## config.mk

```make
export PLATFORM = sky130hd
export DESIGN_NAME = all_or_nothing_slot_allocator
export DESIGN_NICKNAME = d
export VERILOG_FILES = /design/src/hdl/aosa_pkg.sv /design/src/hdl/all_or_nothing_slot_allocator.sv /design/src/hdl/aosa_front.sv /design/src/hdl/aosa_fifo.sv /design/src/hdl/aosa_back.sv
export SDC_FILE = /design/constraint.sdc
export NUM_CORES = 1
export LEC_CHECK = 0
export ABC_CLOCK_PERIOD_IN_PS = 10650
export CAP_MARGIN = 0
export CORE_MARGIN = 2
export CORE_UTILIZATION = 60
export CTS_CLUSTER_DIAMETER = 120
export DETAILED_ROUTE_END_ITERATION = 12
export DONT_BUFFER_PORTS = 1
export PLACE_DENSITY_LB_ADDON = 0.15
export SYNTH_ARGS = -nofsm -noshare
export SYNTH_HDL_FRONTEND = slang
export SYNTH_SLANG_ARGS = --single-unit
```

## constraint.sdc

```tcl
create_clock -name clk_i -period 10.65 [get_ports clk_i]
set_clock_uncertainty 0.15 [all_clocks]
set_input_delay 2.6625 -clock clk_i [delete_from_list [all_inputs] [get_ports clk_i]]
set_output_delay 2.6625 -clock clk_i [all_outputs]
set_load 0.03 [all_outputs]
```

## src/hdl/aosa_pkg.sv

```systemverilog
// Shared types and codes for the all-or-nothing slot allocator.
// Used by the front stage, the command queue, the back stage and the top level.
package aosa_pkg;

  localparam int unsigned CountW = 7;
  localparam int unsigned SlotW  = 6;
  localparam int unsigned StatW  = 3;

  localparam logic MODE_GRAB    = 1'b0;
  localparam logic MODE_RELEASE = 1'b1;

  localparam logic [StatW-1:0] STATUS_GRANTED  = 3'd0;
  localparam logic [StatW-1:0] STATUS_SHORT    = 3'd1;
  localparam logic [StatW-1:0] STATUS_RELEASED = 3'd2;
  localparam logic [StatW-1:0] STATUS_BAD_SLOT = 3'd3;
  localparam logic [StatW-1:0] STATUS_ZERO     = 3'd4;

  typedef enum logic [1:0] {
    CMD_GRAB,
    CMD_ZERO,
    CMD_RELEASE,
    CMD_BAD
  } cmd_e;

  typedef struct packed {
    cmd_e              op;
    logic [CountW-1:0] count;
    logic [SlotW-1:0]  slot;
  } cmd_t;

endpackage

```

## src/hdl/all_or_nothing_slot_allocator.sv

```systemverilog
// A request is registered in the front stage, then waits in the queue.
// A release, bad slot, zero grab or short grab is done from the back stage's idle state, with one result.
// A grab of N slots scans the used map one slot per cycle, waiting at a free slot while the
// output is full; no new command is taken until the scan ends, while the front fills the queue.
// Reset (rst_ni low, asynchronous) frees every slot and empties the queue and output.
// Depends on aosa_pkg, aosa_front, aosa_fifo and aosa_back.
module all_or_nothing_slot_allocator #(
  parameter int unsigned NUM_SLOTS   = 40,
  parameter int unsigned QUEUE_DEPTH = 2
) (
  input  logic                        clk_i,
  input  logic                        rst_ni,
  input  logic                        in_valid_i,
  output logic                        in_ready_o,
  input  logic                        mode_i,
  input  logic [aosa_pkg::CountW-1:0] count_i,
  input  logic [aosa_pkg::SlotW-1:0]  slot_i,
  output logic                        out_valid_o,
  input  logic                        out_ready_i,
  output logic [aosa_pkg::SlotW-1:0]  granted_slot_o,
  output logic [aosa_pkg::StatW-1:0]  status_o,
  output logic                        last_o
);
  import aosa_pkg::*;

  logic front_valid, front_ready;
  cmd_t front_cmd;
  logic back_valid, back_ready;
  cmd_t back_cmd;

  aosa_front #(
    .NUM_SLOTS(NUM_SLOTS)
  ) u_front (
    .clk_i      (clk_i),
    .rst_ni     (rst_ni),
    .in_valid_i (in_valid_i),
    .in_ready_o (in_ready_o),
    .mode_i     (mode_i),
    .count_i    (count_i),
    .slot_i     (slot_i),
    .cmd_valid_o(front_valid),
    .cmd_ready_i(front_ready),
    .cmd_o      (front_cmd)
  );

  aosa_fifo #(
    .Depth(QUEUE_DEPTH)
  ) u_queue (
    .clk_i       (clk_i),
    .rst_ni      (rst_ni),
    .push_valid_i(front_valid),
    .push_ready_o(front_ready),
    .push_data_i (front_cmd),
    .pop_valid_o (back_valid),
    .pop_ready_i (back_ready),
    .pop_data_o  (back_cmd)
  );

  aosa_back #(
    .NUM_SLOTS(NUM_SLOTS)
  ) u_back (
    .clk_i         (clk_i),
    .rst_ni        (rst_ni),
    .cmd_valid_i   (back_valid),
    .cmd_ready_o   (back_ready),
    .cmd_i         (back_cmd),
    .out_valid_o   (out_valid_o),
    .out_ready_i   (out_ready_i),
    .granted_slot_o(granted_slot_o),
    .status_o      (status_o),
    .last_o        (last_o)
  );

endmodule

```

## src/hdl/aosa_front.sv

```systemverilog
// Front stage: accepts requests, classifies them and holds one command for the queue.
// Depends on aosa_pkg.
module aosa_front #(
  parameter int unsigned NUM_SLOTS = 40
) (
  input  logic                         clk_i,
  input  logic                         rst_ni,
  input  logic                         in_valid_i,
  output logic                         in_ready_o,
  input  logic                         mode_i,
  input  logic [aosa_pkg::CountW-1:0]  count_i,
  input  logic [aosa_pkg::SlotW-1:0]   slot_i,
  output logic                         cmd_valid_o,
  input  logic                         cmd_ready_i,
  output aosa_pkg::cmd_t               cmd_o
);
  import aosa_pkg::*;

  logic stage_valid_q, stage_valid_d;
  cmd_t cmd_q, cmd_d;
  cmd_t cmd_class;
  logic in_xfer;

  always_comb begin
    cmd_class.count = count_i;
    cmd_class.slot  = slot_i;
    priority if (mode_i == MODE_RELEASE) begin
      if ({1'b0, slot_i} >= 7'(NUM_SLOTS)) begin
        cmd_class.op = CMD_BAD;
      end else begin
        cmd_class.op = CMD_RELEASE;
      end
    end else if (count_i == '0) begin
      cmd_class.op = CMD_ZERO;
    end else begin
      cmd_class.op = CMD_GRAB;
    end
  end

  assign in_ready_o = !stage_valid_q || cmd_ready_i;
  assign in_xfer    = in_valid_i && in_ready_o;

  always_comb begin
    stage_valid_d = stage_valid_q;
    cmd_d         = cmd_q;
    if (in_xfer) begin
      stage_valid_d = 1'b1;
      cmd_d         = cmd_class;
    end else if (cmd_ready_i) begin
      stage_valid_d = 1'b0;
    end
  end

  always_ff @(posedge clk_i or negedge rst_ni) begin
    if (!rst_ni) begin
      stage_valid_q <= 1'b0;
    end else begin
      stage_valid_q <= stage_valid_d;
    end
  end

  always_ff @(posedge clk_i) begin
    cmd_q <= cmd_d;
  end

  assign cmd_valid_o = stage_valid_q;
  assign cmd_o       = cmd_q;

endmodule

```

## src/hdl/aosa_fifo.sv

```systemverilog
// Short command queue between the front and back stages.
// Depends on aosa_pkg for the command type.
module aosa_fifo #(
  parameter int unsigned Depth = 2
) (
  input  logic           clk_i,
  input  logic           rst_ni,
  input  logic           push_valid_i,
  output logic           push_ready_o,
  input  aosa_pkg::cmd_t push_data_i,
  output logic           pop_valid_o,
  input  logic           pop_ready_i,
  output aosa_pkg::cmd_t pop_data_o
);
  import aosa_pkg::*;

  localparam int unsigned PtrW = (Depth > 1) ? $clog2(Depth) : 1;
  localparam int unsigned CntW = $clog2(Depth + 1);

  cmd_t            mem_q [Depth];
  logic [PtrW-1:0] wr_ptr_q, wr_ptr_d, rd_ptr_q, rd_ptr_d;
  logic [CntW-1:0] cnt_q, cnt_d;
  logic            push, pop;

  assign push_ready_o = (cnt_q != CntW'(Depth));
  assign pop_valid_o  = (cnt_q != '0);
  assign push         = push_valid_i && push_ready_o;
  assign pop          = pop_valid_o && pop_ready_i;
  assign pop_data_o   = mem_q[rd_ptr_q];

  always_comb begin
    wr_ptr_d = wr_ptr_q;
    rd_ptr_d = rd_ptr_q;
    cnt_d    = cnt_q;
    if (push) begin
      wr_ptr_d = (wr_ptr_q == PtrW'(Depth - 1)) ? '0 : wr_ptr_q + PtrW'(1);
    end
    if (pop) begin
      rd_ptr_d = (rd_ptr_q == PtrW'(Depth - 1)) ? '0 : rd_ptr_q + PtrW'(1);
    end
    if (push && !pop) begin
      cnt_d = cnt_q + CntW'(1);
    end else if (pop && !push) begin
      cnt_d = cnt_q - CntW'(1);
    end
  end

  always_ff @(posedge clk_i or negedge rst_ni) begin
    if (!rst_ni) begin
      wr_ptr_q <= '0;
      rd_ptr_q <= '0;
      cnt_q    <= '0;
    end else begin
      wr_ptr_q <= wr_ptr_d;
      rd_ptr_q <= rd_ptr_d;
      cnt_q    <= cnt_d;
    end
  end

  always_ff @(posedge clk_i) begin
    if (push) begin
      mem_q[wr_ptr_q] <= push_data_i;
    end
  end

endmodule

```

## src/hdl/aosa_back.sv

```systemverilog
// Back stage: owns the used map and free count, executes commands and drives the
// output register. Depends on aosa_pkg.
module aosa_back #(
  parameter int unsigned NUM_SLOTS = 40
) (
  input  logic                        clk_i,
  input  logic                        rst_ni,
  input  logic                        cmd_valid_i,
  output logic                        cmd_ready_o,
  input  aosa_pkg::cmd_t              cmd_i,
  output logic                        out_valid_o,
  input  logic                        out_ready_i,
  output logic [aosa_pkg::SlotW-1:0]  granted_slot_o,
  output logic [aosa_pkg::StatW-1:0]  status_o,
  output logic                        last_o
);
  import aosa_pkg::*;

  localparam int unsigned IdxW = (NUM_SLOTS > 1) ? $clog2(NUM_SLOTS) : 1;

  localparam logic ST_IDLE = 1'b0;
  localparam logic ST_SCAN = 1'b1;

  logic                 state_q, state_d;
  logic [NUM_SLOTS-1:0] used_q, used_d;
  logic [CountW-1:0]    free_cnt_q, free_cnt_d;
  logic [CountW-1:0]    rem_q, rem_d;
  logic [IdxW-1:0]      idx_q, idx_d;
  logic [IdxW-1:0]      rel_idx;

  logic             out_valid_q;
  logic [SlotW-1:0] slot_q, slot_d;
  logic [StatW-1:0] status_q, status_d;
  logic             last_q, last_d;
  logic             can_load, out_load;

  assign can_load    = !out_valid_q || out_ready_i;
  assign cmd_ready_o = (state_q == ST_IDLE) && can_load;
  assign rel_idx     = cmd_i.slot[IdxW-1:0];

  always_comb begin
    state_d    = state_q;
    used_d     = used_q;
    free_cnt_d = free_cnt_q;
    rem_d      = rem_q;
    idx_d      = idx_q;
    out_load   = 1'b0;
    slot_d     = '0;
    status_d   = STATUS_GRANTED;
    last_d     = 1'b1;
    unique case (state_q)
      ST_IDLE: begin
        if (cmd_valid_i && can_load) begin
          out_load = 1'b1;
          unique case (cmd_i.op)
            CMD_GRAB: begin
              if (cmd_i.count > free_cnt_q) begin
                status_d = STATUS_SHORT;
              end else begin
                // The first grant leaves from the scan state.
                out_load   = 1'b0;
                free_cnt_d = free_cnt_q - cmd_i.count;
                rem_d      = cmd_i.count;
                idx_d      = '0;
                state_d    = ST_SCAN;
              end
            end
            CMD_ZERO: begin
              status_d = STATUS_ZERO;
            end
            CMD_RELEASE: begin
              status_d = STATUS_RELEASED;
              if (used_q[rel_idx]) begin
                free_cnt_d = free_cnt_q + CountW'(1);
              end
              used_d[rel_idx] = 1'b0;
            end
            CMD_BAD: begin
              status_d = STATUS_BAD_SLOT;
            end
            default: begin
              status_d = STATUS_BAD_SLOT;
            end
          endcase
        end
      end
      ST_SCAN: begin
        // Used slots are skipped without waiting on the output register.
        if (used_q[idx_q]) begin
          idx_d = idx_q + IdxW'(1);
        end else if (can_load) begin
          out_load      = 1'b1;
          slot_d        = SlotW'(idx_q);
          status_d      = STATUS_GRANTED;
          last_d        = (rem_q == CountW'(1));
          used_d[idx_q] = 1'b1;
          rem_d         = rem_q - CountW'(1);
          idx_d         = idx_q + IdxW'(1);
          if (rem_q == CountW'(1)) begin
            state_d = ST_IDLE;
          end
        end
      end
      default: begin
        state_d = ST_IDLE;
      end
    endcase
  end

  always_ff @(posedge clk_i or negedge rst_ni) begin
    if (!rst_ni) begin
      state_q     <= ST_IDLE;
      used_q      <= '0;
      free_cnt_q  <= CountW'(NUM_SLOTS);
      rem_q       <= '0;
      idx_q       <= '0;
      out_valid_q <= 1'b0;
    end else begin
      state_q    <= state_d;
      used_q     <= used_d;
      free_cnt_q <= free_cnt_d;
      rem_q      <= rem_d;
      idx_q      <= idx_d;
      if (out_load) begin
        out_valid_q <= 1'b1;
      end else if (out_ready_i) begin
        out_valid_q <= 1'b0;
      end
    end
  end

  always_ff @(posedge clk_i) begin
    if (out_load) begin
      slot_q   <= slot_d;
      status_q <= status_d;
      last_q   <= last_d;
    end
  end

  assign out_valid_o    = out_valid_q;
  assign granted_slot_o = slot_q;
  assign status_o       = status_q;
  assign last_o         = last_q;

  a_free_bound: assert property (@(posedge clk_i) disable iff (!rst_ni)
    free_cnt_q <= CountW'(NUM_SLOTS))
    else $error("free count exceeds slot count");

  a_free_matches_map: assert property (@(posedge clk_i) disable iff (!rst_ni)
    (state_q == ST_IDLE) |->
      (int'(free_cnt_q) + $countones(used_q) == int'(NUM_SLOTS)))
    else $error("free count out of step with used map");

  a_scan_in_range: assert property (@(posedge clk_i) disable iff (!rst_ni)
    (state_q == ST_SCAN) |-> (int'(idx_q) < int'(NUM_SLOTS)))
    else $error("scan ran past the last slot");

  a_scan_pending: assert property (@(posedge clk_i) disable iff (!rst_ni)
    (state_q == ST_SCAN) |-> (rem_q != '0))
    else $error("scan active with nothing left to grant");

endmodule
```

* Word-level counts from Yosys, hierarchy flattened
Memory sizes are Yosys's and may differ from the RTL's.
Cells that the tools add are included.
** Storage, ports and cells
- Flip-flop bits (word level) :: 92
- Bits in writable memories :: 30
- Input port bits :: 18
- Output and inout bits :: 12
- Logic and storage cells :: 135
- Memories kept :: 1
** Operators by class
- Add/sub/neg operators :: 8
- Order comparisons :: 6
- Equal/unequal tests :: 14
- Muxes and demuxes :: 58
- Bitwise logic cells :: 5
- Reductions and logical operators :: 27
** Memories
- u_queue.mem_q :: depth 2, width 15, rd ports 1, clocked after Yosys merged registers in 0, wr ports 1, line aosa_fifo.sv:20 : cmd_t mem_q [Depth];
** Operators with widths (count)
- $mux W40 :: 4
- $pmux W40 S2 :: 1
- $mux W7 :: 7
- $and A40 B40 Y40 :: 1
- $not A40 Y40 :: 1
- $or A40 B40 Y40 :: 1
- $mux W6 :: 5
- $pmux W7 S2 :: 2
- $mux W1 :: 26
- $ne A2 B2 Y1 const B :: 8
- $lt A6 B7 Y1 const B :: 2
- $bmux W1 S6 :: 2
- $demux W1 S6 :: 2
- $ge A6 B1 Y1 const B :: 2
- $pmux W3 S4 :: 1
- $pmux W6 S2 :: 1
- $reduce_and A5 Y1 :: 2
- $reduce_bool A2 Y1 :: 5
- $logic_and A1 B1 Y1 :: 9
- $reduce_and A4 Y1 :: 2
- $add A7 B1 Y7 const B :: 1
- $eq A7 B1 Y1 const B :: 1
- $gt A7 B7 Y1 :: 1
- $logic_not A7 Y1 :: 1
- other kinds (20) :: 30

* Logic depth before layout (Yosys ltp)
An unclocked memory read counts as a cell.
- Depth in word-level cells :: 10
- Mapped depth :: 14
- Gate-level depth less buffers :: 10

* Modules after synthesis
From an unflattened synthesis, not the netlist that was laid out.
** Second synthesis, totals
- Cells, all modules :: 587
- Area, all modules :: 6396.1 µm²
** Modules (own cells, without submodules)
- aosa_back :: times used 1, cells each 499, area each 4543.1 µm², sequential area each 1854.3 µm²
- aosa_fifo :: times used 1, cells each 65, area each 1331.3 µm², sequential area each 1001.0 µm²
- aosa_front :: times used 1, cells each 23, area each 521.8 µm², sequential area each 475.5 µm²

* Worst setup path before layout
No wires, ideal clock.
- Path kind :: in2reg
- Start :: input out_ready_i
- End :: register u_back.rem_q[6]
- Library setup time :: 131 ps
- Data arrival time :: 4221 ps
- Data required time :: 10369 ps
- Setup slack :: 6148 ps
- Cell stages on the path :: 8
- Path buffers :: 1
- Path through :: nor2b_1 > nor3_1 > inv_1 > a2111oi_2 > clkbuf_1 > a21oi_1 > o31ai_1 > a31oi_1
** Between the ends
- Word-level cells in the longest chain between the ends :: 4
- Elaborated cells on any way between the ends :: 5
- Classes of those cells :: 2 x eq/ne; 3 x reduce/logical
** RTL lines
- start: declaration :: line all_or_nothing_slot_allocator.sv:19 : input logic out_ready_i,
- $logic_or A1 B1 Y1 (*) :: line aosa_back.sv:37 : assign can_load = !out_valid_q || out_ready_i;
- $logic_and A1 B1 Y1 :: line aosa_back.sv:53 : if (cmd_valid_i && can_load) begin
- $ne A2 B2 Y1 (no line)
- $reduce_and A5 Y1 (no line) (*)
- end signal: assignment :: line aosa_back.sv:122 : rem_q <= rem_d;
- end: declaration :: line aosa_back.sv:27 : logic [CountW-1:0] rem_q, rem_d;
Every way passes the cells marked *; elsewhere a longest branch is shown, timed or not.
A chain may end at the register's enable or synchronous reset.

* Worst setup path after layout
- Start :: input out_ready_i
- End :: register u_back.status_q[2], in the netlist u_back.status_o[2] (enable)
** Between the ends
- Word-level cells in the longest chain between the ends :: 4
- Elaborated cells on any way between the ends :: 6
- Classes of those cells :: 4 x mux; 2 x reduce/logical
** RTL lines
- $logic_or A1 B1 Y1 (*) :: line aosa_back.sv:37
- $mux W1 or $logic_and A1 B1 Y1 (tied branches) :: line aosa_back.sv:91, aosa_back.sv:53
- $mux W1 (on tied branches) :: line aosa_back.sv:89, aosa_back.sv:53
- $pmux W1 S2 (*) :: line aosa_back.sv:51 : unique case (state_q)
- net u_back.out_load :: line aosa_back.sv:35 : logic can_load, out_load;
- end signal: assignment :: line aosa_back.sv:135 : status_q <= status_d;
- end: declaration :: line aosa_back.sv:33 : logic [StatW-1:0] status_q, status_d;
Mark *: on every way through the listed nets, which the timed path passes. The rest lies on a longest branch.

==> flow_summary.json <==
{
  "stdcell_count": 762,
  "synthesis.nets": 648,
  "syn_to_final_growth_pct": 10.9,
  "crit_type": "input port to flip-flop",
  "holdPathStages": 0,
  "cts_tree": "yes",
  "grt_first_pass_wirelength_um": 25800,
  "n_fill_cell": 733,
  "drt_wl_total_um": 16100,
  "synthCells": 617,
  "clockBufferDepth": 2,
  "cp_top_family": "compound AO/OA/AOI/OAI gates",
  "drv_slew": 0,
  "grt_overflow": 0,
  "clock_latency_ps": 540,
  "finalInstanceArea_um2": 7200,
  "postCtsSetupRepairBufs": 0,
  "end_kind": "flip-flop",
  "synth_edf_count": 55,
  "die_x_um": 108,
  "dieArea_um2": 11700,
  "grt_max_degree": 68,
  "root_buffer": "clkbuf_8",
  "synth_top_area_share_pct": 25.4,
  "placed_area_um2": 6570,
  "tns_ps": 0,
  "die_y_um": 108,
  "setup_violations": 0,
  "crit_path_top_delay_cell": "o21bai_1",
  "drt_iter0_markers": 482,
  "utilization_pct": 69.1,
  "met2_length_um": 7440,
  "initial_core_util_pct": 62.3,
  "via_count": 5151,
  "p_leak_nw": 2.84,
  "multiInputGateArea_um2": 2930,
  "swShare_pct": 43.0,
  "seq_area_um2": 3330,
  "ff2ff_path_depth": 8,
  "fmax_mhz": 232,
  "place_hpwl_um": 11000,
  "final_cell_mix": "65 x dfrtp_1, 55 x edfxtp_1, 54 x a21oi_1",
  "startpoint_type": "input port",
  "drt_pass1_iterations": 5,
  "hold_violations": 0,
  "max_cap_viol_count": 0,
  "synth_seq_cells": 122,
  "wl_met1_um": 6570,
  "comb_power_share_pct": 40.8,
  "globalplace.congestion": 0.952,
  "async_reset_ff_share_pct": 54.9,
  "status": "completed",
  "route.detailed.drc": 0,
  "post-route-min-period_ps": 4310,
  "cts_hold_buf": 0,
  "power_frac_seq_pct": 35.3,
  "top_level_ports": 30,
  "insertedDiodeCount": 0,
  "drive_gt1_share_pct": 10.1,
  "synth.distinct_cells": 74,
  "p_clk_share_pct": 23.9,
  "ir_drop_mv": 0.180,
  "p_int_w": 0.00145,
  "dp_cells": 730,
  "yosys-top-cells-area": "edfxtp_1 25%, dfrtp_1 25%, mux2i_1 5.2%, a31oi_1 4.3%, a21oi_1 4.2%",
  "critical_path_depth": 4,
  "fp-row-count": 37,
  "antenna_found_initial": 0,
  "nets": 644,
  "ant_nets": 0,
  "slowest_delay_ps": 890,
  "path_max_fanout": 11,
  "cp_data_arrival_time_ps": 4310,
  "grt_pass1_vias": 5072,
  "wire_per_inst_um": 21.2,
  "synth_area_um2": 6490,
  "met3WireLength_um": 1480,
  "cts_resized": 0,
  "synth.avg_cell_area_um2": 10.5,
  "ys_seq_area_share_pct": 51.3,
  "holdCritPathClass": "flip-flop to flip-flop",
  "crit_buf_inv": 1,
  "final_common_cell": "dfrtp_1",
  "clk_pin_slew_ps": 60,
  "cts_made_buffers": 17,
  "worst_pin_slew_ps": 1080,
  "powerDensity_nw_per_um2": 353,
  "top_layer": "met4",
  "cts_sinks": 122,
  "rsz0062_at_grt": "false",
  "ys.flop_type": "dfrtp_1",
  "cts_htree_levels": 4,
  "required_ps": 10650,
  "p_sw_w": 0.00109,
  "grtUsageTotal_pct": 29.8,
  "port_buffers": 0,
  "design_power_total_w": 0.00254,
  "fin_crit_sh_pct": 40.5,
  "via_per_inst": 6.76,
  "synth_top_area_cell": "edfxtp_1",
  "ys_warn_count": 0,
  "max_slew_margin_pct": 28.1,
  "core_area_um2": 10400,
  "cp_cell_sequence": "nor2b_1 > nor3_1 > inv_1 > o21bai_1"
}
[cells in the mapped netlist (10+ instances only)]
cell type,count
mux2i_1,34
nand3b_1,10
edfxtp_1,55
a21oi_1,54
nand3_1,13
nand2_1,45
o21ai_0,19
nor3_1,17
nor2_1,51
buf_2,16
dfrtp_1,65
ha_1,12
inv_1,24
a31oi_1,45
[final cells by class]
| class | count | share of cell area, % |
|---|---|---|
| clock buffer | 17 | 5.75 |
| clock inverter | 15 | 2.92 |
| inverter | 25 | 1.30 |
| multi-input combinational | 440 | 40.6 |
| sequential | 122 | 46.3 |
| tap | 136 | 2.36 |
| timing repair buffer | 7 | 0.730 |
[logic make-up (layout without fill, tap and decap cells)]
group / count (synthesis) / in the layout / share of synthesized area, %
compound gates: 191 / 191 / 19.6
flops: 122 / 122 / 51.3
fa+ha+maj: 13 / 13 / 2.62
xor+xnor: 6 / 6 / 0.810
mux: 45 / 45 / 7.50
buf+inv: 55 / 64 / 3.66
simple gates: 185 / 185 / 14.5
[power groups by stage]
stage | registers (W) | logic [W] | clock network, W
after CTS | 0.000891 | 0.00102 | 0.000615
after floorplan | 0.000811 | 0.000841 | 0
after global placement | 0.000892 | 0.000985 | 0
final | 0.000896 | 0.00104 | 0.000606
after global routing | 0.000919 | 0.00114 | 0.000639
after detailed placement | 0.000899 | 0.00101 | 0
[flip-flops by register name, summed over array words and instances, names as in the netlist]
signal	count
u_back.used_q	40
u_queue.mem_q	30
u_front.cmd_o	15
u_back.free_cnt_q	7
u_back.rem_q	7
u_back.granted_slot_o	6
u_back.idx_q	6
u_back.status_o	3
u_queue.cnt_q	2
u_back.last_o	1
u_back.out_valid_o	1
u_back.state_q	1
u_front.cmd_valid_o	1
u_queue.rd_ptr_q	1
u_queue.wr_ptr_q	1
[layer usage]
layer	track usage, %	vias to the layer above
met3	8.56	48
li1	-	2361
met4	16.1	0
met2	45.5	262
met1	38.5	2480
met5	0	-
[through the flow]
step	setup slack, ps	hold slack (ps)
after detailed placement	5860	282
after global routing	6210	313
final	6340	298
after floorplan	6150	271
after global placement	5990	275
after CTS	6390	297
[path summary, 6_finish.rpt]
kind                                        startpoint                                to  slack [ps]
max                                        out_ready_i  u_back.status_o[2]$_SDFFCE_PP0P_        6340
min                         u_front.cmd_o[9]$_DFFE_PP_     u_queue.mem_q[1][9]$_DFFE_PP_         300
max reg2reg                u_back.idx_q[1]$_DFFE_PN0P_     u_back.used_q[33]$_DFFE_PN0P_        6550
min reg2reg                 u_front.cmd_o[9]$_DFFE_PP_     u_queue.mem_q[1][9]$_DFFE_PP_         300
max in group asynchronous                       rst_ni  u_back.free_cnt_q[3]$_DFFE_PN1P_        8470
min in group asynchronous                       rst_ni  u_back.free_cnt_q[4]$_DFFE_PN0P_        1670
Note: power is estimated with default switching activity, not from simulation.
